**src/rtl/core/dda_pkg.sv**
```systemverilog
// ----------------------------------------------------------------------------
// dda_pkg
// Shared types and constants for the DDA line rasterizer: field widths,
// fixed-point formats, the reset color and the front-end state encoding.
// ----------------------------------------------------------------------------
package dda_pkg;

    localparam int COORD_W       = 16;   // input endpoint coordinate width
    localparam int PIX_W         = 6;    // output pixel coordinate width
    localparam int COLOR_W       = 32;   // color width
    localparam int STEPS_W       = 8;    // step count width
    localparam int INC_FRAC_BITS = 16;   // fractional bits of position and increment
    localparam int STEP_W        = 18;   // signed increment width
    localparam int DELTA_W       = 17;   // signed endpoint difference width
    localparam int DMAG_W        = 16;   // magnitude of a difference
    localparam int QUOT_W        = 17;   // increment magnitude, up to exactly 1.0
    localparam int DIV_CNT_W     = 5;

    localparam logic [COLOR_W-1:0] COLOR_RESET = 32'h00FF00FF;

    // One whole pixel in the increment format; the major axis steps by this.
    localparam logic [STEP_W-1:0] STEP_ONE = 18'h10000;

    typedef enum logic [2:0] {
        F_IDLE = 3'b001,
        F_DIV  = 3'b010,
        F_PUSH = 3'b100
    } t_front_state;

endpackage

```
**src/rtl/core/dda_front.sv**
```systemverilog
// ----------------------------------------------------------------------------
// dda_front
// Accepts a line, classifies it (dropped when it is too short or starts off
// the canvas), works out the minor-axis increment with a one-bit-per-cycle
// restoring divider and hands the finished line command to the queue.
// ----------------------------------------------------------------------------
module dda_front #(
    parameter int CANVAS_SIZE     = 64,
    parameter int COORD_FRAC_BITS = 8,
    parameter int POS_W           = 25,
    parameter int CMD_W           = 2 * POS_W + 2 * dda_pkg::STEP_W + dda_pkg::STEPS_W
) (
    input  logic                               i_clk,
    input  logic                               i_rst_n,
    input  logic                               i_valid,
    output logic                               o_ready,
    input  logic signed [dda_pkg::COORD_W-1:0] i_start_x,
    input  logic signed [dda_pkg::COORD_W-1:0] i_start_y,
    input  logic signed [dda_pkg::COORD_W-1:0] i_end_x,
    input  logic signed [dda_pkg::COORD_W-1:0] i_end_y,
    output logic                               o_cmd_valid,
    input  logic                               i_cmd_ready,
    output logic [CMD_W-1:0]                   o_cmd
);

    localparam int POS_SHIFT = dda_pkg::INC_FRAC_BITS - COORD_FRAC_BITS;
    localparam logic [POS_W-1:0] LIMIT = POS_W'(CANVAS_SIZE) << dda_pkg::INC_FRAC_BITS;
    localparam logic [dda_pkg::DIV_CNT_W-1:0] DIV_LAST_BIT =
        dda_pkg::DIV_CNT_W'(dda_pkg::QUOT_W - 1);

    typedef struct packed {
        logic [POS_W-1:0]            pos_x;
        logic [POS_W-1:0]            pos_y;
        logic [dda_pkg::STEP_W-1:0]  step_x;
        logic [dda_pkg::STEP_W-1:0]  step_y;
        logic [dda_pkg::STEPS_W-1:0] steps;
    } t_line_cmd;

    function automatic logic in_canvas(input logic [POS_W-1:0] p);
        return !p[POS_W-1] && (p < LIMIT);
    endfunction

    dda_pkg::t_front_state r_state, n_state;

    logic [POS_W-1:0]             r_pos_x, r_pos_y;
    logic [dda_pkg::STEPS_W-1:0]  r_steps;
    logic                         r_major_x, r_major_neg, r_minor_neg;
    logic [dda_pkg::DMAG_W-1:0]   r_divisor;
    logic [dda_pkg::QUOT_W-1:0]   r_rem, n_rem;
    logic [dda_pkg::QUOT_W-1:0]   r_quot;
    logic [dda_pkg::DIV_CNT_W-1:0] r_cnt;

    logic [dda_pkg::DELTA_W-1:0]  dx, dy, adx, ady;
    logic [dda_pkg::DMAG_W-1:0]   dmax, dmin;
    logic                         major_x;
    logic [dda_pkg::STEPS_W-1:0]  steps;
    logic [POS_W-1:0]             start_x, start_y;
    logic                         keep;
    logic                         accept;
    logic                         ge;
    logic [dda_pkg::QUOT_W-1:0]   diff, rem_keep;
    logic [dda_pkg::STEP_W-1:0]   minor_mag, minor_step, major_step;
    t_line_cmd                    cmd;

    // Classification of the line on the input ports.
    always_comb begin
        dx      = {i_end_x[dda_pkg::COORD_W-1], i_end_x}
                - {i_start_x[dda_pkg::COORD_W-1], i_start_x};
        dy      = {i_end_y[dda_pkg::COORD_W-1], i_end_y}
                - {i_start_y[dda_pkg::COORD_W-1], i_start_y};
        adx     = dx[dda_pkg::DELTA_W-1] ? (~dx + 1'b1) : dx;
        ady     = dy[dda_pkg::DELTA_W-1] ? (~dy + 1'b1) : dy;
        major_x = adx >= ady;
        dmax    = major_x ? adx[dda_pkg::DMAG_W-1:0] : ady[dda_pkg::DMAG_W-1:0];
        dmin    = major_x ? ady[dda_pkg::DMAG_W-1:0] : adx[dda_pkg::DMAG_W-1:0];
        steps   = dda_pkg::STEPS_W'(dmax >> COORD_FRAC_BITS);
        start_x = {{(POS_W - dda_pkg::COORD_W){i_start_x[dda_pkg::COORD_W-1]}}, i_start_x}
                  << POS_SHIFT;
        start_y = {{(POS_W - dda_pkg::COORD_W){i_start_y[dda_pkg::COORD_W-1]}}, i_start_y}
                  << POS_SHIFT;
        keep    = (steps != '0) && in_canvas(start_x) && in_canvas(start_y);
    end

    assign o_ready = (r_state == dda_pkg::F_IDLE);
    assign accept  = i_valid && o_ready;

    // Restoring division: increment = minor * 2^16 / dmax, one quotient bit a cycle.
    always_comb begin
        ge       = r_rem >= {1'b0, r_divisor};
        diff     = r_rem - {1'b0, r_divisor};
        rem_keep = ge ? diff : r_rem;
        n_rem    = {rem_keep[dda_pkg::QUOT_W-2:0], 1'b0};
    end

    always_comb begin
        n_state = r_state;
        case (r_state)
            dda_pkg::F_IDLE: begin
                if (accept && keep) begin
                    n_state = dda_pkg::F_DIV;
                end
            end
            dda_pkg::F_DIV: begin
                if (r_cnt == '0) begin
                    n_state = dda_pkg::F_PUSH;
                end
            end
            dda_pkg::F_PUSH: begin
                if (i_cmd_ready) begin
                    n_state = dda_pkg::F_IDLE;
                end
            end
            default: n_state = dda_pkg::F_IDLE;
        endcase
    end

    always_ff @(posedge i_clk) begin
        if (!i_rst_n) begin
            r_state <= dda_pkg::F_IDLE;
        end else begin
            r_state <= n_state;
        end
    end

    always_ff @(posedge i_clk) begin
        if (accept) begin
            r_pos_x     <= start_x;
            r_pos_y     <= start_y;
            r_steps     <= steps;
            r_major_x   <= major_x;
            r_major_neg <= major_x ? dx[dda_pkg::DELTA_W-1] : dy[dda_pkg::DELTA_W-1];
            r_minor_neg <= major_x ? dy[dda_pkg::DELTA_W-1] : dx[dda_pkg::DELTA_W-1];
            r_divisor   <= dmax;
            r_rem       <= {1'b0, dmin};
            r_quot      <= '0;
            r_cnt       <= DIV_LAST_BIT;
        end else if (r_state == dda_pkg::F_DIV) begin
            r_rem  <= n_rem;
            r_quot <= {r_quot[dda_pkg::QUOT_W-2:0], ge};
            r_cnt  <= r_cnt - 1'b1;
        end
    end

    always_comb begin
        minor_mag  = {1'b0, r_quot};
        minor_step = r_minor_neg ? (~minor_mag + 1'b1) : minor_mag;
        major_step = r_major_neg ? (~dda_pkg::STEP_ONE + 1'b1) : dda_pkg::STEP_ONE;
        cmd.pos_x  = r_pos_x;
        cmd.pos_y  = r_pos_y;
        cmd.step_x = r_major_x ? major_step : minor_step;
        cmd.step_y = r_major_x ? minor_step : major_step;
        cmd.steps  = r_steps;
    end

    assign o_cmd_valid = (r_state == dda_pkg::F_PUSH);
    assign o_cmd       = cmd;

endmodule

```
**src/rtl/core/dda_cmd_fifo.sv**
```systemverilog
// ----------------------------------------------------------------------------
// dda_cmd_fifo
// Small register queue of line commands between the front and back ends.
// ----------------------------------------------------------------------------
module dda_cmd_fifo #(
    parameter int WIDTH = 94,
    parameter int DEPTH = 2
) (
    input  logic             i_clk,
    input  logic             i_rst_n,
    input  logic             i_push_valid,
    output logic             o_push_ready,
    input  logic [WIDTH-1:0] i_push_data,
    output logic             o_pop_valid,
    input  logic             i_pop_ready,
    output logic [WIDTH-1:0] o_pop_data
);

    localparam int PTR_W = (DEPTH > 1) ? $clog2(DEPTH) : 1;
    localparam int CNT_W = $clog2(DEPTH + 1);
    localparam logic [PTR_W-1:0] PTR_LAST = PTR_W'(DEPTH - 1);
    localparam logic [CNT_W-1:0] CNT_FULL = CNT_W'(DEPTH);

    logic [WIDTH-1:0] r_mem [DEPTH];
    logic [PTR_W-1:0] r_wr_ptr, r_rd_ptr;
    logic [CNT_W-1:0] r_count;
    logic             push, pop;

    assign o_push_ready = (r_count != CNT_FULL);
    assign o_pop_valid  = (r_count != '0);
    assign o_pop_data   = r_mem[r_rd_ptr];
    assign push         = i_push_valid && o_push_ready;
    assign pop          = o_pop_valid && i_pop_ready;

    always_ff @(posedge i_clk) begin
        if (!i_rst_n) begin
            r_wr_ptr <= '0;
            r_rd_ptr <= '0;
            r_count  <= '0;
        end else begin
            if (push) begin
                r_wr_ptr <= (r_wr_ptr == PTR_LAST) ? '0 : r_wr_ptr + 1'b1;
            end
            if (pop) begin
                r_rd_ptr <= (r_rd_ptr == PTR_LAST) ? '0 : r_rd_ptr + 1'b1;
            end
            if (push && !pop) begin
                r_count <= r_count + 1'b1;
            end else if (pop && !push) begin
                r_count <= r_count - 1'b1;
            end
        end
    end

    always_ff @(posedge i_clk) begin
        if (push) begin
            r_mem[r_wr_ptr] <= i_push_data;
        end
    end

endmodule

```
**src/rtl/core/dda_back.sv**
```systemverilog
// ----------------------------------------------------------------------------
// dda_back
// Walks one line command: emits the truncated position each cycle the output
// register is free, adds the increments, and marks the final pixel when the
// count runs out or the next position leaves the canvas.
// ----------------------------------------------------------------------------
module dda_back #(
    parameter int CANVAS_SIZE = 64,
    parameter int POS_W       = 25,
    parameter int CMD_W       = 2 * POS_W + 2 * dda_pkg::STEP_W + dda_pkg::STEPS_W
) (
    input  logic                         i_clk,
    input  logic                         i_rst_n,
    input  logic                         i_cmd_valid,
    output logic                         o_cmd_ready,
    input  logic [CMD_W-1:0]             i_cmd,
    output logic                         o_valid,
    input  logic                         i_ready,
    output logic [dda_pkg::PIX_W-1:0]    o_pixel_x,
    output logic [dda_pkg::PIX_W-1:0]    o_pixel_y,
    output logic                         o_last
);

    localparam logic [POS_W-1:0] LIMIT = POS_W'(CANVAS_SIZE) << dda_pkg::INC_FRAC_BITS;

    typedef struct packed {
        logic [POS_W-1:0]            pos_x;
        logic [POS_W-1:0]            pos_y;
        logic [dda_pkg::STEP_W-1:0]  step_x;
        logic [dda_pkg::STEP_W-1:0]  step_y;
        logic [dda_pkg::STEPS_W-1:0] steps;
    } t_line_cmd;

    function automatic logic in_canvas(input logic [POS_W-1:0] p);
        return !p[POS_W-1] && (p < LIMIT);
    endfunction

    t_line_cmd                   cmd;
    logic                        r_active;
    logic [POS_W-1:0]            r_pos_x, r_pos_y;
    logic [dda_pkg::STEP_W-1:0]  r_step_x, r_step_y;
    logic [dda_pkg::STEPS_W-1:0] r_steps;
    logic                        r_out_valid, r_out_last;
    logic [dda_pkg::PIX_W-1:0]   r_out_x, r_out_y;

    logic [POS_W-1:0]            next_x, next_y;
    logic                        emit, load, last;

    assign cmd         = i_cmd;
    assign load        = !r_active && i_cmd_valid;
    assign o_cmd_ready = !r_active;
    assign emit        = r_active && (!r_out_valid || i_ready);

    always_comb begin
        next_x = r_pos_x + {{(POS_W - dda_pkg::STEP_W){r_step_x[dda_pkg::STEP_W-1]}}, r_step_x};
        next_y = r_pos_y + {{(POS_W - dda_pkg::STEP_W){r_step_y[dda_pkg::STEP_W-1]}}, r_step_y};
        last   = (r_steps == dda_pkg::STEPS_W'(1)) || !in_canvas(next_x) || !in_canvas(next_y);
    end

    always_ff @(posedge i_clk) begin
        if (!i_rst_n) begin
            r_active    <= 1'b0;
            r_out_valid <= 1'b0;
            r_pos_x     <= '0;
            r_pos_y     <= '0;
            r_step_x    <= '0;
            r_step_y    <= '0;
            r_steps     <= '0;
        end else begin
            if (load) begin
                r_active <= 1'b1;
                r_pos_x  <= cmd.pos_x;
                r_pos_y  <= cmd.pos_y;
                r_step_x <= cmd.step_x;
                r_step_y <= cmd.step_y;
                r_steps  <= cmd.steps;
            end else if (emit) begin
                r_pos_x <= next_x;
                r_pos_y <= next_y;
                r_steps <= r_steps - 1'b1;
                if (last) begin
                    r_active <= 1'b0;
                end
            end
            if (emit) begin
                r_out_valid <= 1'b1;
            end else if (i_ready) begin
                r_out_valid <= 1'b0;
            end
        end
    end

    // The position is known to be on the canvas here, so the integer bits fit.
    always_ff @(posedge i_clk) begin
        if (emit) begin
            r_out_x    <= r_pos_x[dda_pkg::INC_FRAC_BITS +: dda_pkg::PIX_W];
            r_out_y    <= r_pos_y[dda_pkg::INC_FRAC_BITS +: dda_pkg::PIX_W];
            r_out_last <= last;
        end
    end

    assign o_valid   = r_out_valid;
    assign o_pixel_x = r_out_x;
    assign o_pixel_y = r_out_y;
    assign o_last    = r_out_last;

endmodule

```
**src/rtl/core/dda_line_rasterizer_unit.sv**
```systemverilog
// ----------------------------------------------------------------------------
// dda_line_rasterizer_unit
// DDA line rasterizer: takes a line between two fixed-point endpoints and
// emits its pixels on a square canvas, each tagged with the programmed color.
//
//   Channel   Direction  Handshake               Payload
//   line in   input      i_valid / o_ready       i_start_x, i_start_y, i_end_x, i_end_y
//   pixel out output     o_valid / i_ready       o_pixel_x, o_pixel_y, o_color, o_last
//   config    input      i_cfg_wr_en (no wait)   i_cfg_wr_data -> pixel_color
//
// The front end accepts a line, runs the increment divider and hands the
// line to a 2-entry queue; dropped lines never enter the divider. The back
// end loads a line from the queue, then emits one pixel per cycle while the
// output is not stalled; its walk of one line overlaps with the divider of
// the next line.
// Reset is synchronous and active low; it empties the queue and the output.
// A stalled output holds its pixel and stalls the back end; the queue may still fill.
// ----------------------------------------------------------------------------
module dda_line_rasterizer_unit #(
    parameter int CANVAS_SIZE     = 64,
    parameter int COORD_FRAC_BITS = 8
) (
    input  logic                                i_clk,
    input  logic                                i_rst_n,
    input  logic                                i_cfg_wr_en,
    input  logic [dda_pkg::COLOR_W-1:0]         i_cfg_wr_data,
    input  logic                                i_valid,
    output logic                                o_ready,
    input  logic signed [dda_pkg::COORD_W-1:0]  i_start_x,
    input  logic signed [dda_pkg::COORD_W-1:0]  i_start_y,
    input  logic signed [dda_pkg::COORD_W-1:0]  i_end_x,
    input  logic signed [dda_pkg::COORD_W-1:0]  i_end_y,
    output logic                                o_valid,
    input  logic                                i_ready,
    output logic [dda_pkg::PIX_W-1:0]           o_pixel_x,
    output logic [dda_pkg::PIX_W-1:0]           o_pixel_y,
    output logic [dda_pkg::COLOR_W-1:0]         o_color,
    output logic                                o_last
);

    // Position: sign, integer pixels past the canvas, 16 fractional bits.
    localparam int POS_BASE_W = dda_pkg::COORD_W + dda_pkg::INC_FRAC_BITS - COORD_FRAC_BITS + 1;
    localparam int POS_W      = (POS_BASE_W > 24) ? POS_BASE_W : 24;
    localparam int CMD_W      = 2 * POS_W + 2 * dda_pkg::STEP_W + dda_pkg::STEPS_W;

    logic [dda_pkg::COLOR_W-1:0] r_pixel_color;
    logic                        push_valid, push_ready, pop_valid, pop_ready;
    logic [CMD_W-1:0]            push_data, pop_data;

    // The user must write configuration only while no line is in flight; the block does not enforce it.
    always_ff @(posedge i_clk) begin
        if (!i_rst_n) begin
            r_pixel_color <= dda_pkg::COLOR_RESET;
        end else if (i_cfg_wr_en) begin
            r_pixel_color <= i_cfg_wr_data;
        end
    end

    assign o_color = r_pixel_color;

    dda_front #(
        .CANVAS_SIZE     (CANVAS_SIZE),
        .COORD_FRAC_BITS (COORD_FRAC_BITS),
        .POS_W           (POS_W),
        .CMD_W           (CMD_W)
    ) u_front (
        .i_clk       (i_clk),
        .i_rst_n     (i_rst_n),
        .i_valid     (i_valid),
        .o_ready     (o_ready),
        .i_start_x   (i_start_x),
        .i_start_y   (i_start_y),
        .i_end_x     (i_end_x),
        .i_end_y     (i_end_y),
        .o_cmd_valid (push_valid),
        .i_cmd_ready (push_ready),
        .o_cmd       (push_data)
    );

    dda_cmd_fifo #(
        .WIDTH (CMD_W),
        .DEPTH (2)
    ) u_fifo (
        .i_clk        (i_clk),
        .i_rst_n      (i_rst_n),
        .i_push_valid (push_valid),
        .o_push_ready (push_ready),
        .i_push_data  (push_data),
        .o_pop_valid  (pop_valid),
        .i_pop_ready  (pop_ready),
        .o_pop_data   (pop_data)
    );

    dda_back #(
        .CANVAS_SIZE (CANVAS_SIZE),
        .POS_W       (POS_W),
        .CMD_W       (CMD_W)
    ) u_back (
        .i_clk       (i_clk),
        .i_rst_n     (i_rst_n),
        .i_cmd_valid (pop_valid),
        .o_cmd_ready (pop_ready),
        .i_cmd       (pop_data),
        .o_valid     (o_valid),
        .i_ready     (i_ready),
        .o_pixel_x   (o_pixel_x),
        .o_pixel_y   (o_pixel_y),
        .o_last      (o_last)
    );

endmodule

```
**config.mk**
```make
export PLATFORM = sky130hd
export DESIGN_NAME = dda_line_rasterizer_unit
export DESIGN_NICKNAME = d
export VERILOG_FILES = /design/src/rtl/core/dda_pkg.sv /design/src/rtl/core/dda_front.sv /design/src/rtl/core/dda_cmd_fifo.sv /design/src/rtl/core/dda_back.sv /design/src/rtl/core/dda_line_rasterizer_unit.sv
export SDC_FILE = /design/constraint.sdc
export NUM_CORES = 1
export LEC_CHECK = 0
export BUFFER_PORTS_ARGS = -buffer_cell sky130_fd_sc_hd__buf_2
export CAP_MARGIN = 0
export CELL_PAD_IN_SITES_DETAIL_PLACEMENT = 0
export CELL_PAD_IN_SITES_GLOBAL_PLACEMENT = 1
export CORE_UTILIZATION = 44
export CTS_CLUSTER_DIAMETER = 150
export CTS_CLUSTER_SIZE = 20
export DETAILED_ROUTE_END_ITERATION = 6
export PLACE_DENSITY = 0.74
export SYNTH_ARGS = -nofsm -noshare
export SYNTH_HDL_FRONTEND = slang
export SYNTH_SLANG_ARGS = --single-unit
```
**constraint.sdc**
```tcl
create_clock -name i_clk -period 4.7 [get_ports i_clk]
set_input_delay 0.235 -clock i_clk [delete_from_list [all_inputs] [get_ports i_clk]]
set_output_delay 0.235 -clock i_clk [all_outputs]
set_load 0.01 [all_outputs]
```
==> results of run 1 <==
logic make-up (layout without fill, tap and decap cells):
group / Yosys count / in the layout / synth area share, %
AOI/OAI and AO/OA: 509 / 509 / 16.2
xor gates and xnor gates: 124 / 124 / 5.16
adders and majority gates: 124 / 124 / 7.55
buffers and inverters: 186 / 528 / 3.44
DFF: 391 / 391 / 48.2
muxes: 130 / 130 / 6.27
and+or+nand+nor: 566 / 566 / 13.2
what timing repair did:
item,CTS,global route
endpoints found under the setup margin,0,35
setup buffers,0,6
resized for setup,0,41
endpoints found under the hold margin,60,0
hold buffers,60,0
routing by layer:
metal	up-vias	part of all wire [%]	wire length, um
met1	7733	48	25400
met4	2	1.7	914
met5	-	0.024	13
met2	267	48	25400
met3	63	3.1	1670
li1	8020	-	-
worst paths after layout:
check / endpoint / startpoint / slack [ns] / cells after the start
setup / recovery: u_front.r_rem[14] / i_start_y[7] / 0.23 / 23
hold / removal: u_back.o_valid / i_ready / 0.03 / 3
setup reg to reg: u_front.r_rem[14] / u_front.r_rem[1] / 0.60 / 13
hold reg to reg: u_fifo.r_mem[1][54] / u_front.r_pos_y[18] / 0.45 / 0
power by group:
group / internal [W] / switching [W]
registers: 0.00437 / 0.000509
clock network: 0.000938 / 0.00111
logic: 0.00300 / 0.00368
per-stage QoR:
| stage | total power (W) | utilization, % | area [um2] |
|---|---|---|---|
| 2_1_floorplan | 0.00941 | - | 21100 |
| 3_3_place_gp | 0.0112 | 50.3 | 23600 |
| 3_5_place_dp | 0.0114 | 50.3 | 23600 |
| 4_1_cts | 0.0135 | 53.0 | 24800 |
| 5_1_grt | 0.0146 | 53.5 | 25100 |
| 6_report | 0.0136 | 53.5 | 25100 |
cell usage in the layout (no fill, tap or decap), types with 8 or more instances in the layout:
cell	n
nand4_1	19
clkbuf_16	25
o21a_1	23
clkbuf_1	17
a21o_1	43
buf_4	172
nand2_1	181
o21ai_0	107
nand2b_1	23
a211oi_1	10
nor2_1	134
o211ai_1	31
inv_1	100
dfxtp_1	158
dlygate4sd3_1	58
a21oi_1	112
a31oi_1	13
o21ai_1	18
xor2_1	57
ha_1	114
nor4_1	10
mux2i_1	121
nor3_1	18
nand3_1	20
a22oi_1	11
xnor2_1	65
a21oi_2	8
edfxtp_1	232
buf_2	144
or3_1	12
o31ai_1	15
and3_1	13
and2_1	33
nor2b_1	61
o211a_1	41
or2_2	8
worst min-delay path: cells and delay by family:
family | cells | cell delay, ns
compound gates | 1 | 0.10
buf+inv | 1 | 0.07
simple gates | 1 | 0.12
state kept, by name, summed over array words and instances (netlist names), 5 cells and up, named ones only:
register / flops
u_fifo.r_mem: 152
o_color: 32
u_back.r_pos_x: 25
u_back.r_pos_y: 25
u_back.r_step_x: 18
u_back.r_step_y: 18
u_front.r_quot: 17
u_front.r_rem: 17
u_front.r_divisor: 16
u_front.r_pos_x: 16
u_front.r_pos_y: 16
u_back.r_steps: 8
u_back.o_pixel_x: 6
u_back.o_pixel_y: 6
u_front.r_cnt: 5
final cells by class:
cell class	instances	area, um2	area share, %
clock buffer	40	639	2.55
clock inverter	2	20.0	0.0798
inverter	104	390	1.56
multi-input combinational	1453	10400	41.4
sequential	391	10200	40.5
tap	607	759	3.03
timing repair buffer	382	2750	11.0
==> flow_metrics.tcl, run 1 <==
set metrics [dict create \
    relSlewSlack_pct 35.3 \
    grt_antenna_before_repair 1 \
    critPathMaxFanout 9 \
    clock_path_buffers 3 \
    synthCells 2030 \
    hold_class "primary input to register" \
    drt_first_pass_iters 7 \
    fin_hold_ws_ns 0.0268 \
    vias_per_cell 5.40 \
    synth_area_per_cell_um2 10.4 \
    die_h_um 221 \
    dp_hpwl_um 39300 \
    synth.distinct_cells 83 \
    clkSinkCount 391 \
    fmax_mhz 224 \
    max_stage_delay_ns 0.52 \
    coreArea_mm2 0.0469 \
    areaGrowthSynthToFinish_pct 19.2 \
    rows 79 \
    portBuffers 147 \
    path_delay_family "compound AO/OA/AOI/OAI gates" \
    grt_usage_pct 21.6 \
    use_met3_pct 1.95 \
    finalClockSkew_ns 0.0187 \
    yosysWarnings 0 \
    num_io_pins 148 \
    rsz0062_at_grt "yes" \
    diodes 0 \
    synth_commonest_cells "edfxtp_1, nand2_1, dfxtp_1, nor2_1, mux2i_1" \
    clk_latency_ns 0.55 \
    critPathLaunchType "primary input" \
    gp_congestion 0.877 \
    synth_nets 2255 \
    ys_seq_area_share_pct 48.2 \
    cts_buffers 23 \
    grt_util_met1_pct 30.3 \
    required_ns 5.10 \
    ir_worst_vdd_uv 452 \
    crit_slowest_cell "dlygate4sd3_1" \
    gr-total-overflow 0 \
    hold_viol 0 \
    synth-edff-count 232 \
    p_per_area_mw_per_mm2 542 \
    ys.flop_type "edfxtp_1" \
    fin_cells 2979 \
    grt_pass1_vias 15500 \
    ys_ff_latch 391 \
    grt.busiest_layer "met2" \
    cts.reportedPaths.clkPinSlew_ns 0.09 \
    setup_viol 0 \
    synthTopCellsByArea "edfxtp_1, dfxtp_1, ha_1" \
    leakage_nw 10.7 \
    num_vias 16100 \
    tightest_slew_ns 0.957 \
    wl_per_cell_um 17.9 \
    arrival_ns 4.87 \
    dp_cells 2871 \
    place_ws_ns -0.479 \
    setup.worst_path.end_class "register" \
    cp_common_cell "a21oi_2" \
    netlist.area_leader.share_pct 33.1 \
    h-tree-depth 1 \
    min_period_over_period_pct 95.2 \
    drt_first_iter_violations 950 \
    crit_buf_inv 4 \
    grt_pass1_wl_um 83200 \
    num-fill-cells 4274 \
    cts_root_buf "clkbuf_16" \
    wirelength_um 53400 \
    nets 2580 \
    maxSlewViolCount 0 \
    drv_cap 0 \
    fin_tns_setup_ns 0 \
    grt_max_degree 119 \
    worstPathCellList "dlygate4sd3_1, buf_2, inv_2, ha_4, nor3_1, a31oi_2, a211oi_2, a211o_1, nor2_2, a21oi_2, ha_1, nor2b_1, o21a_1, o21ai_2, a21oi_2, a2111oi_2, nor2_1, o311ai_1, a21o_1, o211a_4, buf_12, mux2_4, a21oi_2" \
    drc 5 \
    drive_gt1_share_pct 17.6 \
    cts_tree "done" \
    finalCriticalPeriod_ns 4.47 \
    antenna_left 0 \
    start_util_pct 44.9 \
    gr-usage-met2_pct 36.3 \
    synth_area_mm2 0.0210 \
    path_class "primary input to register" \
    die_x_um 221 \
    synth.largest_area_cell "edfxtp_1" \
    synthArstFlopShare_pct 0 \
    synth.most_common_cell "edfxtp_1" \
    timing.final.ws_setup_ns 0.226 \
    die_area_mm2 0.0487 \
    outcome "finished, violations left" \
    failed_checks "DRC" \
]
Power figures use the tool's default switching activity.
==> inputs of run 2 (changes only) <==
- RECOVER_POWER: unset -> 100
==> flow_metrics.tcl, run 2 (synthesis gave the netlist of run 1 again) <==
set metrics [dict create \
    outcome "finished, violations left" \
    failed_checks "DRC" \
    layout.cells.most_common "edfxtp_1" \
    grt_antenna_before_repair 1 \
    finalClockSkew_ns 0.0166 \
    final_cell_mix "edfxtp_1, nand2_1, buf_4" \
    grt_pass1_wl_um 83200 \
    grt_usage_pct 21.6 \
    start_util_pct 44.9 \
    portBuffers 147 \
    cts_tree "done" \
    reg2reg_to "u_front.r_rem[14]" \
    critPathLaunch "i_start_x[8]" \
    timing.final.ws_setup_ns 0.229 \
    crit_slowest_cell "dlygate4sd3_1" \
    die_x_um 221 \
    num_vias 16100 \
    largest_reg_flops 152 \
    drt_first_iter_violations 1076 \
    vias_per_cell 5.39 \
    leakage_nw 10.6 \
    clk_latency_ns 0.55 \
    num_io_pins 148 \
    drc 4 \
    antenna_left 0 \
    h-tree-depth 1 \
    die_area_mm2 0.0487 \
    required_ns 4.99 \
    rows 79 \
    drv_cap 0 \
    clock_path_buffers 3 \
    relSlewSlack_pct 34.3 \
    critPathMaxFanout 9 \
    grt_pass1_vias 15500 \
    max_stage_delay_ns 0.52 \
    fin_hold_ws_ns 0.0260 \
    cts_root_buf "clkbuf_16" \
    worstPathCellList "dlygate4sd3_1, clkbuf_1, inv_1, ha_1, or3_4, a2111oi_4, nor2_1, nor2_1, nand3_1, o31ai_2, xor2_1, inv_1, ha_1, and4_1, o21ai_0, a21o_1, o211a_4, clkbuf_16, buf_4, a211oi_1, a21oi_1" \
    path_depth 21 \
    path_class "primary input to register" \
    drive_gt1_share_pct 17.2 \
    fmax_mhz 224 \
    wirelength_um 53400 \
    hold_viol 0 \
    wl_per_cell_um 17.9 \
    gr-total-overflow 0 \
    reg2reg_depth 13 \
    cts.reportedPaths.clkPinSlew_ns 0.09 \
    p_per_area_mw_per_mm2 542 \
    nets 2580 \
    coreArea_mm2 0.0469 \
    path_delay_family "compound AO/OA/AOI/OAI gates" \
    cts_buffers 23 \
    place_ws_ns -0.479 \
    maxSlewViolCount 0 \
    finalCriticalPeriod_ns 4.47 \
    hold_class "primary input to register" \
    setup_viol 0 \
    fin_tns_setup_ns 0 \
    arrival_ns 4.76 \
    areaGrowthSynthToFinish_pct 19.1 \
    largest_register "u_fifo.r_mem" \
    rsz0062_at_grt "yes" \
    clkSinkCount 391 \
    dp_hpwl_um 39300 \
    drt_first_pass_iters 7 \
    die_h_um 221 \
    setup.worst_path.end_class "register" \
    ir_worst_vdd_uv 447 \
    min_period_over_period_pct 95.1 \
    crit_end "u_front.r_rem[10]" \
    crit_buf_inv 6 \
    r2r_setup_slack_ns 0.65 \
    gp_congestion 0.877 \
    critPathLaunchType "primary input" \
    tightest_slew_ns 0.971 \
    total_power_w 0.0136 \
    num-fill-cells 4282 \
    reg2reg_from "u_front.r_rem[1]" \
    grt_max_degree 119 \
]
==> run 2: layout make-up <==
cell class                      count  area (um2)  share of cell area, %
Multi-Input combinational cell   1453       10400                   41.4
Sequential cell                   391       10200                   40.5
Timing Repair Buffer              382        2720                   10.9
Tap cell                          607         759                   3.03
Clock buffer                       40         639                   2.55
Inverter                          104         390                   1.56
Clock inverter                      2        20.0                 0.0799
Antenna cell                        1        2.50                0.00999
==> run 2: worst min-delay path: cells and delay by family <==
kind | cells | cell delay [ns]
and+or+nand+nor | 1 | 0.12
buffers and inverters | 1 | 0.07
AOI/OAI and AO/OA | 1 | 0.10
==> run 2: stage by stage <==
stage | area [um2] | utilization (%) | std cells
detailed placement | 23600 | 50.3 | 2871
global route | 25100 | 53.5 | 2980
CTS | 24800 | 53.0 | 2973
global placement | 23600 | 50.3 | 2871
finish | 25100 | 53.5 | 2980
floorplan | 21100 | - | 2030
==> run 2: worst min-delay path by stage <==
stage                        start                   to  slack (ns)  depth (start not counted)
2_1_floorplan         i_start_x[2]  u_front.r_pos_x[10]        0.33                          0
3_3_place_gp   u_front.r_pos_x[11]  u_fifo.r_mem[0][64]        0.42                          0
3_5_place_dp   u_front.r_pos_x[10]  u_fifo.r_mem[1][63]        0.43                          0
4_1_cts               i_start_x[6]  u_front.r_pos_x[14]      0.0004                          2
5_1_grt                    i_ready       u_back.o_valid        0.06                          3
6_report                   i_ready       u_back.o_valid        0.03                          3
==> run 2: per-layer routing <==
metal	part of all wire [%]	vias to the layer above	track usage, %
li1	-	8020	-
met3	3.2	56	1.95
met2	48	261	36.3
met5	0	-	0
met1	48	7713	30.3
met4	1.6	0	4.20
==> run 2: power breakdown <==
part	internal [W]	total (W)	switching (W)
combinational	0.00300	0.00667	0.00367
clock	0.000937	0.00204	0.00110
sequential	0.00437	0.00487	0.000508
total	0.00830	0.0136	0.00528
==> run 2: repair_timing <==
action,CTS,global route
hold endpoints to repair,60,0
setup endpoints to repair,0,35
hold buffers,60,0
buffers inserted,0,6
resized for setup,0,41
